$ cat src/hdl/cbxo_pkg.sv
// Shared types, constants and helpers for the coordinate BCD XOR-chain obfuscator.
package cbxo_pkg;

  localparam int LAT_W         = 25;
  localparam int LON_W         = 26;
  localparam int BIN_W         = 26;   // common magnitude width of both coordinates
  localparam int BCD_W         = 32;   // eight decimal digits
  localparam int DD_BITS       = 2;    // binary bits consumed per conversion cycle
  localparam int DD_STEPS      = BIN_W / DD_BITS;
  localparam int DD_CNT_W      = $clog2(DD_STEPS);
  localparam int KEY_W         = 8;
  localparam int CHAR_W        = 7;
  localparam int CHARS         = 16;
  localparam int CHAR_IDX_W    = $clog2(CHARS);
  localparam int QUEUE_DEPTH   = 2;

  localparam logic [BIN_W-1:0]  NEG_MAG_MAX = BIN_W'(9999999);
  localparam logic [7:0]        BYTE_MASK   = 8'hEA;
  localparam logic [3:0]        NEG_NIBBLE  = 4'hF;
  localparam logic [CHAR_W-1:0] ERR_CHAR    = 7'd48;
  localparam logic [CHAR_W-1:0] ASCII_ZERO  = 7'd48;
  localparam logic [CHAR_W-1:0] ASCII_A_M10 = 7'd55;   // 'A' minus ten

  typedef struct packed {
    logic        err;
    logic [63:0] bytes;   // masked bytes, first byte in the top eight bits
  } cbxo_entry_t;

  // Add three to every BCD digit of five or more (one double-dabble correction).
  function automatic logic [BCD_W-1:0] dd_adjust(input logic [BCD_W-1:0] bcd);
    logic [BCD_W-1:0] r;
    r = bcd;
    for (int d = 0; d < BCD_W / 4; d++) begin
      if (bcd[d*4 +: 4] >= 4'd5) begin
        r[d*4 +: 4] = bcd[d*4 +: 4] + 4'd3;
      end
    end
    return r;
  endfunction

  // Two double-dabble steps, the higher incoming bit first.
  function automatic logic [BCD_W-1:0] dd_step2(input logic [BCD_W-1:0] bcd,
                                                 input logic [1:0] bits);
    logic [BCD_W-1:0] s1;
    logic [BCD_W-1:0] a1;
    logic [BCD_W-1:0] a2;
    a1 = dd_adjust(bcd);
    s1 = {a1[BCD_W-2:0], bits[1]};
    a2 = dd_adjust(s1);
    return {a2[BCD_W-2:0], bits[0]};
  endfunction

  function automatic logic [CHAR_W-1:0] nibble_ascii(input logic [3:0] n);
    if (n <= 4'd9) begin
      return ASCII_ZERO + CHAR_W'(n);
    end
    return ASCII_A_M10 + CHAR_W'(n);
  endfunction

endpackage

$ cat src/hdl/cbxo_front.sv
// Front end: take a coordinate pair, check range and convert both magnitudes to BCD.
module cbxo_front (
  input  logic                       clk,
  input  logic                       rst,
  input  logic                       in_valid,
  output logic                       in_ready,
  input  logic [cbxo_pkg::LAT_W-1:0] lat_scaled,
  input  logic [cbxo_pkg::LON_W-1:0] lon_scaled,
  output logic                       q_valid,
  input  logic                       q_ready,
  output cbxo_pkg::cbxo_entry_t      q_data
);

  typedef enum logic [1:0] {IDLE, CONV, PUSH} state_t;

  state_t                             state;
  logic [cbxo_pkg::DD_CNT_W-1:0]      cnt;
  logic [cbxo_pkg::BIN_W-1:0]         lat_bin;
  logic [cbxo_pkg::BIN_W-1:0]         lon_bin;
  logic [cbxo_pkg::BCD_W-1:0]         lat_bcd;
  logic [cbxo_pkg::BCD_W-1:0]         lon_bcd;
  logic                               lat_neg;
  logic                               lon_neg;
  logic                               err;

  logic                               accept;
  logic                               lat_neg_in;
  logic                               lon_neg_in;
  logic [cbxo_pkg::LAT_W-1:0]         lat_mag;
  logic [cbxo_pkg::LON_W-1:0]         lon_mag;
  logic [cbxo_pkg::BIN_W-1:0]         lat_mag_x;
  logic [cbxo_pkg::BIN_W-1:0]         lon_mag_x;
  logic                               err_in;
  logic [cbxo_pkg::BCD_W-1:0]         lat_word;
  logic [cbxo_pkg::BCD_W-1:0]         lon_word;

  assign in_ready = (state == IDLE) || ((state == PUSH) && q_ready);
  assign accept   = in_valid && in_ready;

  assign lat_neg_in = lat_scaled[cbxo_pkg::LAT_W-1];
  assign lon_neg_in = lon_scaled[cbxo_pkg::LON_W-1];
  assign lat_mag    = lat_neg_in ? (~lat_scaled + 1'b1) : lat_scaled;
  assign lon_mag    = lon_neg_in ? (~lon_scaled + 1'b1) : lon_scaled;
  assign lat_mag_x  = cbxo_pkg::BIN_W'(lat_mag);
  assign lon_mag_x  = cbxo_pkg::BIN_W'(lon_mag);
  assign err_in     = (lat_neg_in && (lat_mag_x > cbxo_pkg::NEG_MAG_MAX)) ||
                      (lon_neg_in && (lon_mag_x > cbxo_pkg::NEG_MAG_MAX));

  // Negative values carry the sign nibble over the top digit.
  assign lat_word = lat_neg ? {cbxo_pkg::NEG_NIBBLE, lat_bcd[cbxo_pkg::BCD_W-5:0]} : lat_bcd;
  assign lon_word = lon_neg ? {cbxo_pkg::NEG_NIBBLE, lon_bcd[cbxo_pkg::BCD_W-5:0]} : lon_bcd;

  assign q_valid      = (state == PUSH);
  assign q_data.err   = err;
  assign q_data.bytes = {lat_word, lon_word} ^ {8{cbxo_pkg::BYTE_MASK}};

  always_ff @(posedge clk) begin
    if (rst) begin
      state <= IDLE;
      cnt   <= '0;
    end else begin
      unique case (state)
        IDLE: begin
          if (accept) begin
            state <= CONV;
          end
        end
        CONV: begin
          lat_bcd <= cbxo_pkg::dd_step2(lat_bcd, lat_bin[cbxo_pkg::BIN_W-1 -: 2]);
          lon_bcd <= cbxo_pkg::dd_step2(lon_bcd, lon_bin[cbxo_pkg::BIN_W-1 -: 2]);
          lat_bin <= {lat_bin[cbxo_pkg::BIN_W-3:0], 2'b00};
          lon_bin <= {lon_bin[cbxo_pkg::BIN_W-3:0], 2'b00};
          cnt     <= cnt + 1'b1;
          if (cnt == cbxo_pkg::DD_CNT_W'(cbxo_pkg::DD_STEPS - 1)) begin
            state <= PUSH;
          end
        end
        PUSH: begin
          if (accept) begin
            state <= CONV;
          end else if (q_ready) begin
            state <= IDLE;
          end
        end
        default: state <= IDLE;
      endcase
      if (accept) begin
        cnt     <= '0;
        lat_bin <= lat_mag_x;
        lon_bin <= lon_mag_x;
        lat_bcd <= '0;
        lon_bcd <= '0;
        lat_neg <= lat_neg_in;
        lon_neg <= lon_neg_in;
        err     <= err_in;
      end
    end
  end

endmodule

$ cat src/hdl/cbxo_queue.sv
// Small register queue between the converter and the character serialiser.
module cbxo_queue #(
  parameter int DEPTH = cbxo_pkg::QUEUE_DEPTH
) (
  input  logic                  clk,
  input  logic                  rst,
  input  logic                  wr_valid,
  output logic                  wr_ready,
  input  cbxo_pkg::cbxo_entry_t wr_data,
  output logic                  rd_valid,
  input  logic                  rd_ready,
  output cbxo_pkg::cbxo_entry_t rd_data
);

  localparam int PTR_W = (DEPTH > 1) ? $clog2(DEPTH) : 1;
  localparam int CNT_W = $clog2(DEPTH + 1);

  cbxo_pkg::cbxo_entry_t slots [DEPTH];
  logic [PTR_W-1:0]      wr_ptr;
  logic [PTR_W-1:0]      rd_ptr;
  logic [CNT_W-1:0]      count;
  logic                  push;
  logic                  pop;

  assign wr_ready = (count != CNT_W'(DEPTH));
  assign rd_valid = (count != '0);
  assign rd_data  = slots[rd_ptr];
  assign push     = wr_valid && wr_ready;
  assign pop      = rd_valid && rd_ready;

  always_ff @(posedge clk) begin
    if (rst) begin
      wr_ptr <= '0;
      rd_ptr <= '0;
      count  <= '0;
    end else begin
      if (push) begin
        slots[wr_ptr] <= wr_data;
        wr_ptr <= (wr_ptr == PTR_W'(DEPTH - 1)) ? '0 : wr_ptr + 1'b1;
      end
      if (pop) begin
        rd_ptr <= (rd_ptr == PTR_W'(DEPTH - 1)) ? '0 : rd_ptr + 1'b1;
      end
      if (push && !pop) begin
        count <= count + 1'b1;
      end else if (pop && !push) begin
        count <= count - 1'b1;
      end
    end
  end

endmodule

$ cat src/hdl/cbxo_back.sv
// Back end: run the XOR chain over the eight bytes and emit one hex character a cycle while out_ready allows.
module cbxo_back (
  input  logic                        clk,
  input  logic                        rst,
  input  logic                        point_key_we,
  input  logic [cbxo_pkg::KEY_W-1:0]  point_key,
  input  logic                        q_valid,
  output logic                        q_ready,
  input  cbxo_pkg::cbxo_entry_t       q_data,
  output logic                        out_valid,
  input  logic                        out_ready,
  output logic [cbxo_pkg::CHAR_W-1:0] hex_char,
  output logic                        last_char,
  output logic                        range_error
);

  logic [cbxo_pkg::KEY_W-1:0]      key;
  cbxo_pkg::cbxo_entry_t           ent;
  logic                            active;
  logic [cbxo_pkg::CHAR_IDX_W-1:0] idx;
  logic [7:0]                      prev;

  logic                            slot_free;
  logic                            take;
  logic                            is_last;
  logic                            finish;
  logic [2:0]                      byte_idx;
  logic [7:0]                      cur_byte;
  logic [7:0]                      chain;
  logic [3:0]                      nib;

  assign slot_free = !out_valid || out_ready;
  assign take      = active && slot_free;
  assign is_last   = ent.err || (idx == cbxo_pkg::CHAR_IDX_W'(cbxo_pkg::CHARS - 1));
  assign finish    = take && is_last;
  assign q_ready   = !active || finish;

  assign byte_idx = 3'd7 - idx[cbxo_pkg::CHAR_IDX_W-1:1];
  assign cur_byte = ent.bytes[{byte_idx, 3'b000} +: 8];
  assign chain    = cur_byte ^ prev;
  assign nib      = idx[0] ? chain[3:0] : chain[7:4];

  always_ff @(posedge clk) begin
    if (rst) begin
      key       <= '0;
      active    <= 1'b0;
      idx       <= '0;
      out_valid <= 1'b0;
    end else begin
      if (point_key_we) begin
        key <= point_key;
      end
      if (q_valid && q_ready) begin
        ent    <= q_data;
        active <= 1'b1;
        idx    <= '0;
        prev   <= key;
      end else if (finish) begin
        active <= 1'b0;
      end else if (take) begin
        idx <= idx + 1'b1;
        if (idx[0]) begin
          prev <= chain;
        end
      end
      if (take) begin
        out_valid   <= 1'b1;
        hex_char    <= ent.err ? cbxo_pkg::ERR_CHAR : cbxo_pkg::nibble_ascii(nib);
        last_char   <= is_last;
        range_error <= ent.err;
      end else if (out_ready) begin
        out_valid <= 1'b0;
      end
    end
  end

endmodule

$ cat src/hdl/coordinate_bcd_xor_chain_obfuscator_top.sv
// Top level of the coordinate BCD XOR-chain obfuscator.
// Each request carries one latitude/longitude pair in 1e-5 degree units. Both
// magnitudes are converted to eight BCD digits by a double-dabble unit that
// takes two binary bits a cycle, a negative value gets the F sign nibble over
// its top digit, the sixteen nibbles are masked with 0xEA and queued, then a
// serialiser runs the XOR chain seeded by point_key and emits one uppercase
// hex ASCII character per cycle while out_ready does not hold it back, high
// nibble first, flagging the sixteenth with last_char. A negative magnitude
// above 9999999 in either coordinate yields a single '0' result with
// last_char and range_error set. The serialiser sets the sustained rate;
// the converter works on the next request while the serialiser drains the
// previous one. Write point_key only while the block is idle; it is sampled
// when a request reaches the serialiser.
module coordinate_bcd_xor_chain_obfuscator_top #(
  parameter int QUEUE_DEPTH = cbxo_pkg::QUEUE_DEPTH
) (
  input  logic                        clk,
  input  logic                        rst,
  input  logic                        point_key_we,
  input  logic [cbxo_pkg::KEY_W-1:0]  point_key,
  input  logic                        in_valid,
  output logic                        in_ready,
  input  logic [cbxo_pkg::LAT_W-1:0]  lat_scaled,
  input  logic [cbxo_pkg::LON_W-1:0]  lon_scaled,
  output logic                        out_valid,
  input  logic                        out_ready,
  output logic [cbxo_pkg::CHAR_W-1:0] hex_char,
  output logic                        last_char,
  output logic                        range_error
);

  // Converted requests travelling from front to back.
  logic                  fq_valid;
  logic                  fq_ready;
  cbxo_pkg::cbxo_entry_t fq_data;
  logic                  qb_valid;
  logic                  qb_ready;
  cbxo_pkg::cbxo_entry_t qb_data;

  // Accept, range-check and convert to BCD.
  cbxo_front u_front (
    .clk        (clk),
    .rst        (rst),
    .in_valid   (in_valid),
    .in_ready   (in_ready),
    .lat_scaled (lat_scaled),
    .lon_scaled (lon_scaled),
    .q_valid    (fq_valid),
    .q_ready    (fq_ready),
    .q_data     (fq_data)
  );

  // Hold converted requests so each side stalls on its own.
  cbxo_queue #(
    .DEPTH (QUEUE_DEPTH)
  ) u_queue (
    .clk      (clk),
    .rst      (rst),
    .wr_valid (fq_valid),
    .wr_ready (fq_ready),
    .wr_data  (fq_data),
    .rd_valid (qb_valid),
    .rd_ready (qb_ready),
    .rd_data  (qb_data)
  );

  // Chain-encrypt and serialise into hex characters.
  cbxo_back u_back (
    .clk          (clk),
    .rst          (rst),
    .point_key_we (point_key_we),
    .point_key    (point_key),
    .q_valid      (qb_valid),
    .q_ready      (qb_ready),
    .q_data       (qb_data),
    .out_valid    (out_valid),
    .out_ready    (out_ready),
    .hex_char     (hex_char),
    .last_char    (last_char),
    .range_error  (range_error)
  );

endmodule
$ cat config.mk
export PLATFORM = sky130hd
export DESIGN_NAME = coordinate_bcd_xor_chain_obfuscator_top
export DESIGN_NICKNAME = d
export VERILOG_FILES = /design/src/hdl/cbxo_pkg.sv /design/src/hdl/cbxo_front.sv /design/src/hdl/cbxo_queue.sv /design/src/hdl/cbxo_back.sv /design/src/hdl/coordinate_bcd_xor_chain_obfuscator_top.sv
export SDC_FILE = /design/constraint.sdc
export NUM_CORES = 1
export LEC_CHECK = 0
export ABC_AREA = 1
export BUFFER_PORTS_ARGS = -buffer_cell sky130_fd_sc_hd__buf_4
export CAP_MARGIN = 10
export CORE_AREA = 5 5 196 198
export CTS_CLUSTER_DIAMETER = 100
export CTS_CLUSTER_SIZE = 24
export DETAILED_ROUTE_END_ITERATION = 12
export DIE_AREA = 0 0 201 203
export PLACE_DENSITY = 0.7
export SKIP_CTS_REPAIR_TIMING = 1
export SLEW_MARGIN = 10
export SYNTH_ARGS = -nofsm -noshare
export SYNTH_HDL_FRONTEND = slang
export SYNTH_HIERARCHICAL = 1
export SYNTH_SLANG_ARGS = --single-unit
$ cat constraint.sdc
create_clock -name clk -period 12.4 [get_ports clk]
set_input_delay 0 -clock clk [delete_from_list [all_inputs] [get_ports clk]]
set_output_delay 0 -clock clk [all_outputs]
set_load 0.01 [all_outputs]
Word-level counts from Yosys, hierarchy flattened
Memories as Yosys holds them, arrays and structs flattened. A register that Yosys moved wholly into a read port is not among the register bits.
Cells that the tools add are included.
{"block": "op_classes", "n_addsub": 43, "magnitude_cmp": 35, "eq_ne": 9, "shift": 1, "muxes": 100, "bitwise_logic": 6, "n_reduce_logical": 35}
{"operator": "two-way mux 4 bit", "count": 57}
{"operator": ">= comparator 4 x 3 -> 1 bit, second input constant", "count": 32}
{"operator": "two-way mux 32 bit", "count": 4}
{"operator": "adder 4 x 2 -> 4 bit, second input constant", "count": 28}
{"operator": "two-way mux 26 bit", "count": 4}
{"operator": "indexed part select 64 x 7 -> 8 bit", "count": 1}
{"operator": "two-way mux 25 bit", "count": 2}
{"operator": "inverter 40 bit", "count": 1}
{"operator": "two-way mux 8 bit", "count": 4}
{"operator": "adder 26 x 1 -> 26 bit, second input constant", "count": 1}
{"operator": "> comparator 26 x 24 -> 1 bit, second input constant", "count": 1}
{"operator": "inverter 26 bit", "count": 1}
{"operator": "adder 25 x 1 -> 25 bit, second input constant", "count": 1}
{"operator": "> comparator 25 x 24 -> 1 bit, second input constant", "count": 1}
{"operator": "inverter 25 bit", "count": 1}
{"operator": "two-way mux 3 bit", "count": 8}
{"operator": "adder 6 x 4 -> 7 bit, first input constant", "count": 2}
{"operator": "two-way mux 7 bit", "count": 2}
{"operator": "nonzero test 2 bit", "count": 7}
{"operator": "adder 3 x 2 -> 3 bit, second input constant", "count": 4}
{"operator": "two-way mux 1 bit", "count": 12}
{"operator": "two-way mux 2 bit", "count": 6}
{"operator": "AND reduction 2 bit", "count": 5}
{"operator": "logical AND 1 bit", "count": 9}
{"operator": "21 further kinds", "count": 35}
{"block": "totals", "regBits": 160, "mem_bits_rw": 130, "input_bits": 64, "wordCells": 251, "mem_count": 1}
{"name": "u_queue.slots", "words": 2, "width": 65, "read_ports": 1, "rd_ports_with_merged_regs": 1, "wr": 1, "line": "cbxo_queue.sv:18", "rtl": "cbxo_pkg::cbxo_entry_t slots [DEPTH];"}

Logic depth before layout (Yosys ltp)
{"block": "logic_depth", "word_depth": 9, "ltp_mapped": 20, "depth_no_buf": 18}

Modules after synthesis
The synthesis kept the hierarchy.
{"mod": "cbxo_front", "instances": 1, "cells_each": 1334, "area_each_um2": 9997.1}
{"mod": "cbxo_queue", "instances": 1, "cells_each": 239, "area_each_um2": 5136.2}
{"mod": "cbxo_back", "instances": 1, "cells_each": 396, "area_each_um2": 4192.8}

Worst setup path after synthesis
OpenSTA, ideal clock, no wires.
{"block": "synth_path", "path_kind": "register to register", "startpoint": "register u_queue.count[0]", "endpoint": "register u_front/lat_bcd[0] (netlist bit) (enable)", "setup_time_ns": 0.751, "arrival_ns": 9.445, "setup_slack_ns": 2.204, "path_stages_with_launch": 10, "period_less_slack_ns": 10.196, "cell_sequence": "dfxtp_1 -> inv_1 -> nand2_1 -> nor2_1 -> nor2_1 -> nand2_1 -> buf_2 -> buf_2 -> clkbuf_1 -> o21ai_0"}
{"block": "synth_between", "elab_chain_cells": 6}
{"element": "start, declared", "line": "cbxo_queue.sv:21", "rtl": "logic [CNT_W-1:0] count;"}
{"element": "start signal, assigned", "line": "cbxo_queue.sv:45", "rtl": "count <= count + 1'b1;"}
{"element": "start signal, assigned", "line": "cbxo_queue.sv:47", "rtl": "count <= count - 1'b1;"}
{"element": "inequality test 2 bit", "line": "cbxo_queue.sv:25", "rtl": "assign wr_ready = (count != CNT_W'(DEPTH));"}
{"element": "via fq_ready", "line": "coordinate_bcd_xor_chain_obfuscator_top.sv:34", "rtl": "logic fq_ready;"}
{"element": "logical AND 1 bit", "line": "cbxo_front.sv:37", "rtl": "assign in_ready = (state == IDLE) || ((state == PUSH) && q_ready);"}
{"element": "logical OR 1 bit", "line": "cbxo_front.sv:37"}
{"element": "via in_ready", "line": "coordinate_bcd_xor_chain_obfuscator_top.sv:22", "rtl": "output logic in_ready,"}
{"element": "logical AND 1 bit", "line": "cbxo_front.sv:38", "rtl": "assign accept = in_valid && in_ready;"}
{"element": "nonzero test 2 bit (no line)"}
{"element": "AND reduction 2 bit (no line)"}
{"element": "end signal, assigned", "line": "cbxo_front.sv:69", "rtl": "lat_bcd <= cbxo_pkg::dd_step2(lat_bcd, lat_bin[cbxo_pkg::BIN_W-1 -: 2]);"}
{"element": "end, declared", "line": "cbxo_front.sv:20", "rtl": "logic [cbxo_pkg::BCD_W-1:0] lat_bcd;"}
The timed path passes the listed nets, and every way through them passes these cells.
A chain may end at the register's enable or synchronous reset.

Worst setup path in the final report
{"block": "layout_path", "startpoint": "register u_queue.count[0]", "endpoint": "register u_front/lat_bcd[8] (netlist bit) (enable)"}
{"block": "layout_between", "elab_chain_cells": 6}
{"element": "inequality test 2 bit", "line": "cbxo_queue.sv:25"}
{"element": "via fq_ready", "line": "coordinate_bcd_xor_chain_obfuscator_top.sv:34"}
{"element": "logical AND 1 bit", "line": "cbxo_front.sv:37"}
{"element": "logical OR 1 bit", "line": "cbxo_front.sv:37"}
{"element": "logical AND 1 bit", "line": "cbxo_front.sv:38"}
{"element": "nonzero test 2 bit (no line)"}
{"element": "AND reduction 2 bit (no line)"}
The timed path passes the listed nets, and every way through them passes these cells.

==> reports/qor.yml <==
pwr:
  power_leakage_nw: 8.73
  combPwrFrac_pct: 32.4
  net-switching-power_mw: 1.13
  p_per_area_nw_per_um2: 161
  p_seq_share_pct: 48.1
  internal_power_mw: 2.27
  clkPwrFrac_pct: 19.5
  ir_drop_uv: 74.0
  switching_share_pct: 33.2
detailed_routing:
  wl_um: 36400
  vias: 13200
  drc: 0
  ant_nets: 0
  firstDrtPassIters: 5
  drt_iter0_markers: 1045
  wl_per_cell_um: 14.4
  via_per_inst: 5.21
global_route:
  grt_pass1_wl_um: 59500
  antenna_found_initial: 0
  grt_pass1_vias: 12400
  gr-total-overflow: 0
  grt_use_total_pct: 17.3
  grt_max_degree: 114
worst_setup_path:
  cp-start-kind: "register"
  rr_worst_depth: 7
  path_common_cell: "nor2_1"
  cp_cell_sequence: "inv_1, nand2_1, nor2_1, nor2_1, nand2_4, o21ai_4, buf_4"
  worst_ep_arrival_time_ps: 3420
  crit_type: "reg -> reg"
  timing.rr.end: "u_front/lat_bcd[8]"
  cp-end-kind: "register"
  slowest_stage: "buf_4"
  r2r-start: "u_queue/count[0]"
  crit_family: "buffers and inverters"
  critPathMaxFanout: 89
  worstPathRequired_ps: 12540
  rrSetupSlack_ps: 9120
  critPathBufInv: 2
  cpPeakStageDelay_ps: 980
clock_network:
  numCtsBuffers: 18
  max-clock-path-buffers: 3
  clock-root-buffer: "clkbuf_16"
  htree_levels: 1
  worstSkewPairLatency_ps: 510
  cts_tree: "yes"
  cts.sinks: 356
  cts.clk_slew.worst_paths_ps: 90
die:
  io_pins: 75
  core-area_um2: 36300
  rows: 70
  start_util_pct: 53.2
  die-width_um: 201
  fp.dieArea_um2: 40800
  die_h_um: 203
logic_synthesis:
  synthXorXnorAreaFrac_pct: 2.40
  synth_mux_area_share_pct: 4.76
  synth_top_family_by_area: "simple AND/OR/NAND/NOR gates"
  synthDistinctLibCells: 44
  synth_area_um2: 19300
  syn_avg_cell_area_um2: 9.82
  synth_fp_nets: 2105
  synth_adder_area_share_pct: 4.66
  postSynthCellCount: 1969
  synthSimpleGateAreaFrac_pct: 17.6
  synth_warnings: 6
  synth-seq-cells: 356
  synth_compound_area_share_pct: 8.87
  ys_seq_area_share_pct: 54.0
finish:
  nNetsFinal: 2184
  n_fill_cell: 2988
  antenna_cells: 0
  post-route-cell-area_um2: 21100
  syn2layout_area_growth_pct: 9.08
  drive_gt1_share_pct: 13.1
sta:
  slew-limit-headroom_pct: 22.9
  hold_ws_ps: -59.1
  skew_ps: 12.1
  period_share_pct: 26.4
  rsz0062_at_grt: "no"
  hold_viol: 5
  setup_tns_ps: 0
  slew_viol_final: 0
  min_period_ps: 3280
  worst_pin_slew_ps: 1160
  finalSetupViolCount: 0
  timing.fmax_mhz: 305
flow_run:
  max_cap_violations: 0
place:
  dpl_cell_area_um2: 20100
  place.port_buffers: 74
  hpwl_um: 25700
  gp_congestion: 0.870
status:
  status: "complete, but fails checks"
  violations: "negative hold slack"
worst_hold_path:
  min_to: "u_front/lat_bin[9]"
  hold_path.class: "in -> reg"
  hold_path_startpoint: "lat_scaled[9]"
  min_path_cells: 3
## logic make-up after synthesis
kind of cell / after synthesis
and+or+nand+nor: 775
DFF: 356
buffers and inverters: 332
AOI/OAI and AO/OA: 316
adders and majority gates: 72
muxes: 65
xor gates and xnor gates: 53
## registers in the layout (all words and copies together) (netlist names), 2 cells and up, named ones only
| register | count |
|---|---|
| u_back/key | 8 |
| u_front/lat_bin | 26 |
| u_back/prev | 8 |
| u_front/state | 2 |
| u_front/lon_bcd | 32 |
| u_queue/count | 2 |
| u_back/idx | 4 |
| u_front/lon_bin | 26 |
| u_front/lat_bcd | 32 |
| u_back/hex_char | 7 |
| u_front/cnt | 4 |
| u_queue/slots | 130 |
| u_back/ent | 65 |
## how the worst max path moves through the flow
| stage | startpoint | endpoint | depth (start not counted) |
|---|---|---|---|
| after global placement | u_queue/count[0] | u_front/lat_bin[20] | 7 |
| after global routing | u_queue/count[0] | u_front/lat_bcd[22] | 7 |
| final | u_queue/count[0] | u_front/lat_bcd[8] | 7 |
| after detailed placement | u_queue/count[0] | u_front/lat_bin[20] | 7 |
| after CTS | u_queue/count[0] | u_front/lat_bcd[13] | 7 |
| after floorplan | u_queue/count[0] | u_front/lat_bcd[0] | 9 |
## stage by stage
step	util, %	std cells	worst slack (ps)	power, mW
after global routing	58.0	2528	8890	3.65
after CTS	56.8	2484	9120	3.41
final	58.0	2528	9120	3.40
after floorplan	-	1969	2200	2.52
after detailed placement	55.3	2452	9120	2.75
after global placement	55.3	2452	9210	2.69
## worst min-delay path, cell delays in order
cell and delay [ps]:
buf_4 100, xor2_1 100, o21ai_0 140
## synthesized netlist by cell type, drive strengths merged
library cell	number	share of area, %
ha	72	4.7
buf	54	2.2
dfxtp	25	2.6
nand4	14	0.45
nor3	7	0.21
o21a	7	0.27
o211ai	11	0.43
o21ai	164	4.3
nor2	184	4.0
xor2	47	2.1
nor4	2	0.065
inv	264	5.2
a21oi	104	2.7
a21boi	3	0.12
nand3	113	3.3
nand3b	4	0.16
xnor2	6	0.27
nand2	433	8.8
edfxtp	331	51
o31ai	1	0.11
mux2	65	4.8
a31oi	10	0.32
and2	3	0.097
clkinv	1	0.026
or2	15	0.49
a211oi	16	0.62
clkbuf	13	0.25
## power groups by stage
stage                     clock network, mW  logic (mW)  registers [mW]
after CTS                             0.686        1.09            1.64
after global placement                    0        1.03            1.66
final                                 0.663        1.10            1.64
after detailed placement                  0        1.08            1.67
after floorplan                           0       0.879            1.64
after global routing                  0.738        1.26            1.65
## cells in the final DEF, fill, tap and decap left out, types with 9 or more instances in the layout
master / count
clkbuf_1: 12
xor2_1: 47
nand2_1: 404
ha_1: 72
nor2_1: 158
or2_2: 14
a21oi_1: 104
inv_1: 254
buf_4: 82
edfxtp_1: 331
nand3_2: 13
inv_2: 9
o21ai_1: 15
o211ai_1: 11
a31oi_1: 10
nand2_2: 26
nor2_2: 19
o21ai_0: 145
mux2_4: 50
dlygate4sd3_1: 44
clkbuf_16: 19
nand4_1: 14
a211oi_1: 16
dfxtp_1: 24
nand3_1: 99
mux2_2: 15
## per-layer routing
metal | share of wire, % | GRT usage, %
met1 | 46 | 23.7
met2 | 49 | 30.6
met3 | 3.9 | 1.66
met4 | 1.2 | 2.75
met5 | 0 | 0
## layout make-up
type / count / area, um^2 / share of cell area [%]
sequential: 356 / 10400 / 49.5
tap: 468 / 586 / 2.78
inverter: 265 / 1000 / 4.75
clock inverter: 1 / 30.0 / 0.142
clock buffer: 31 / 520 / 2.47
timing repair buffer: 126 / 1060 / 5.01
multi-input combinational: 1281 / 7440 / 35.3
Note: power is estimated with default switching activity, not from simulation.
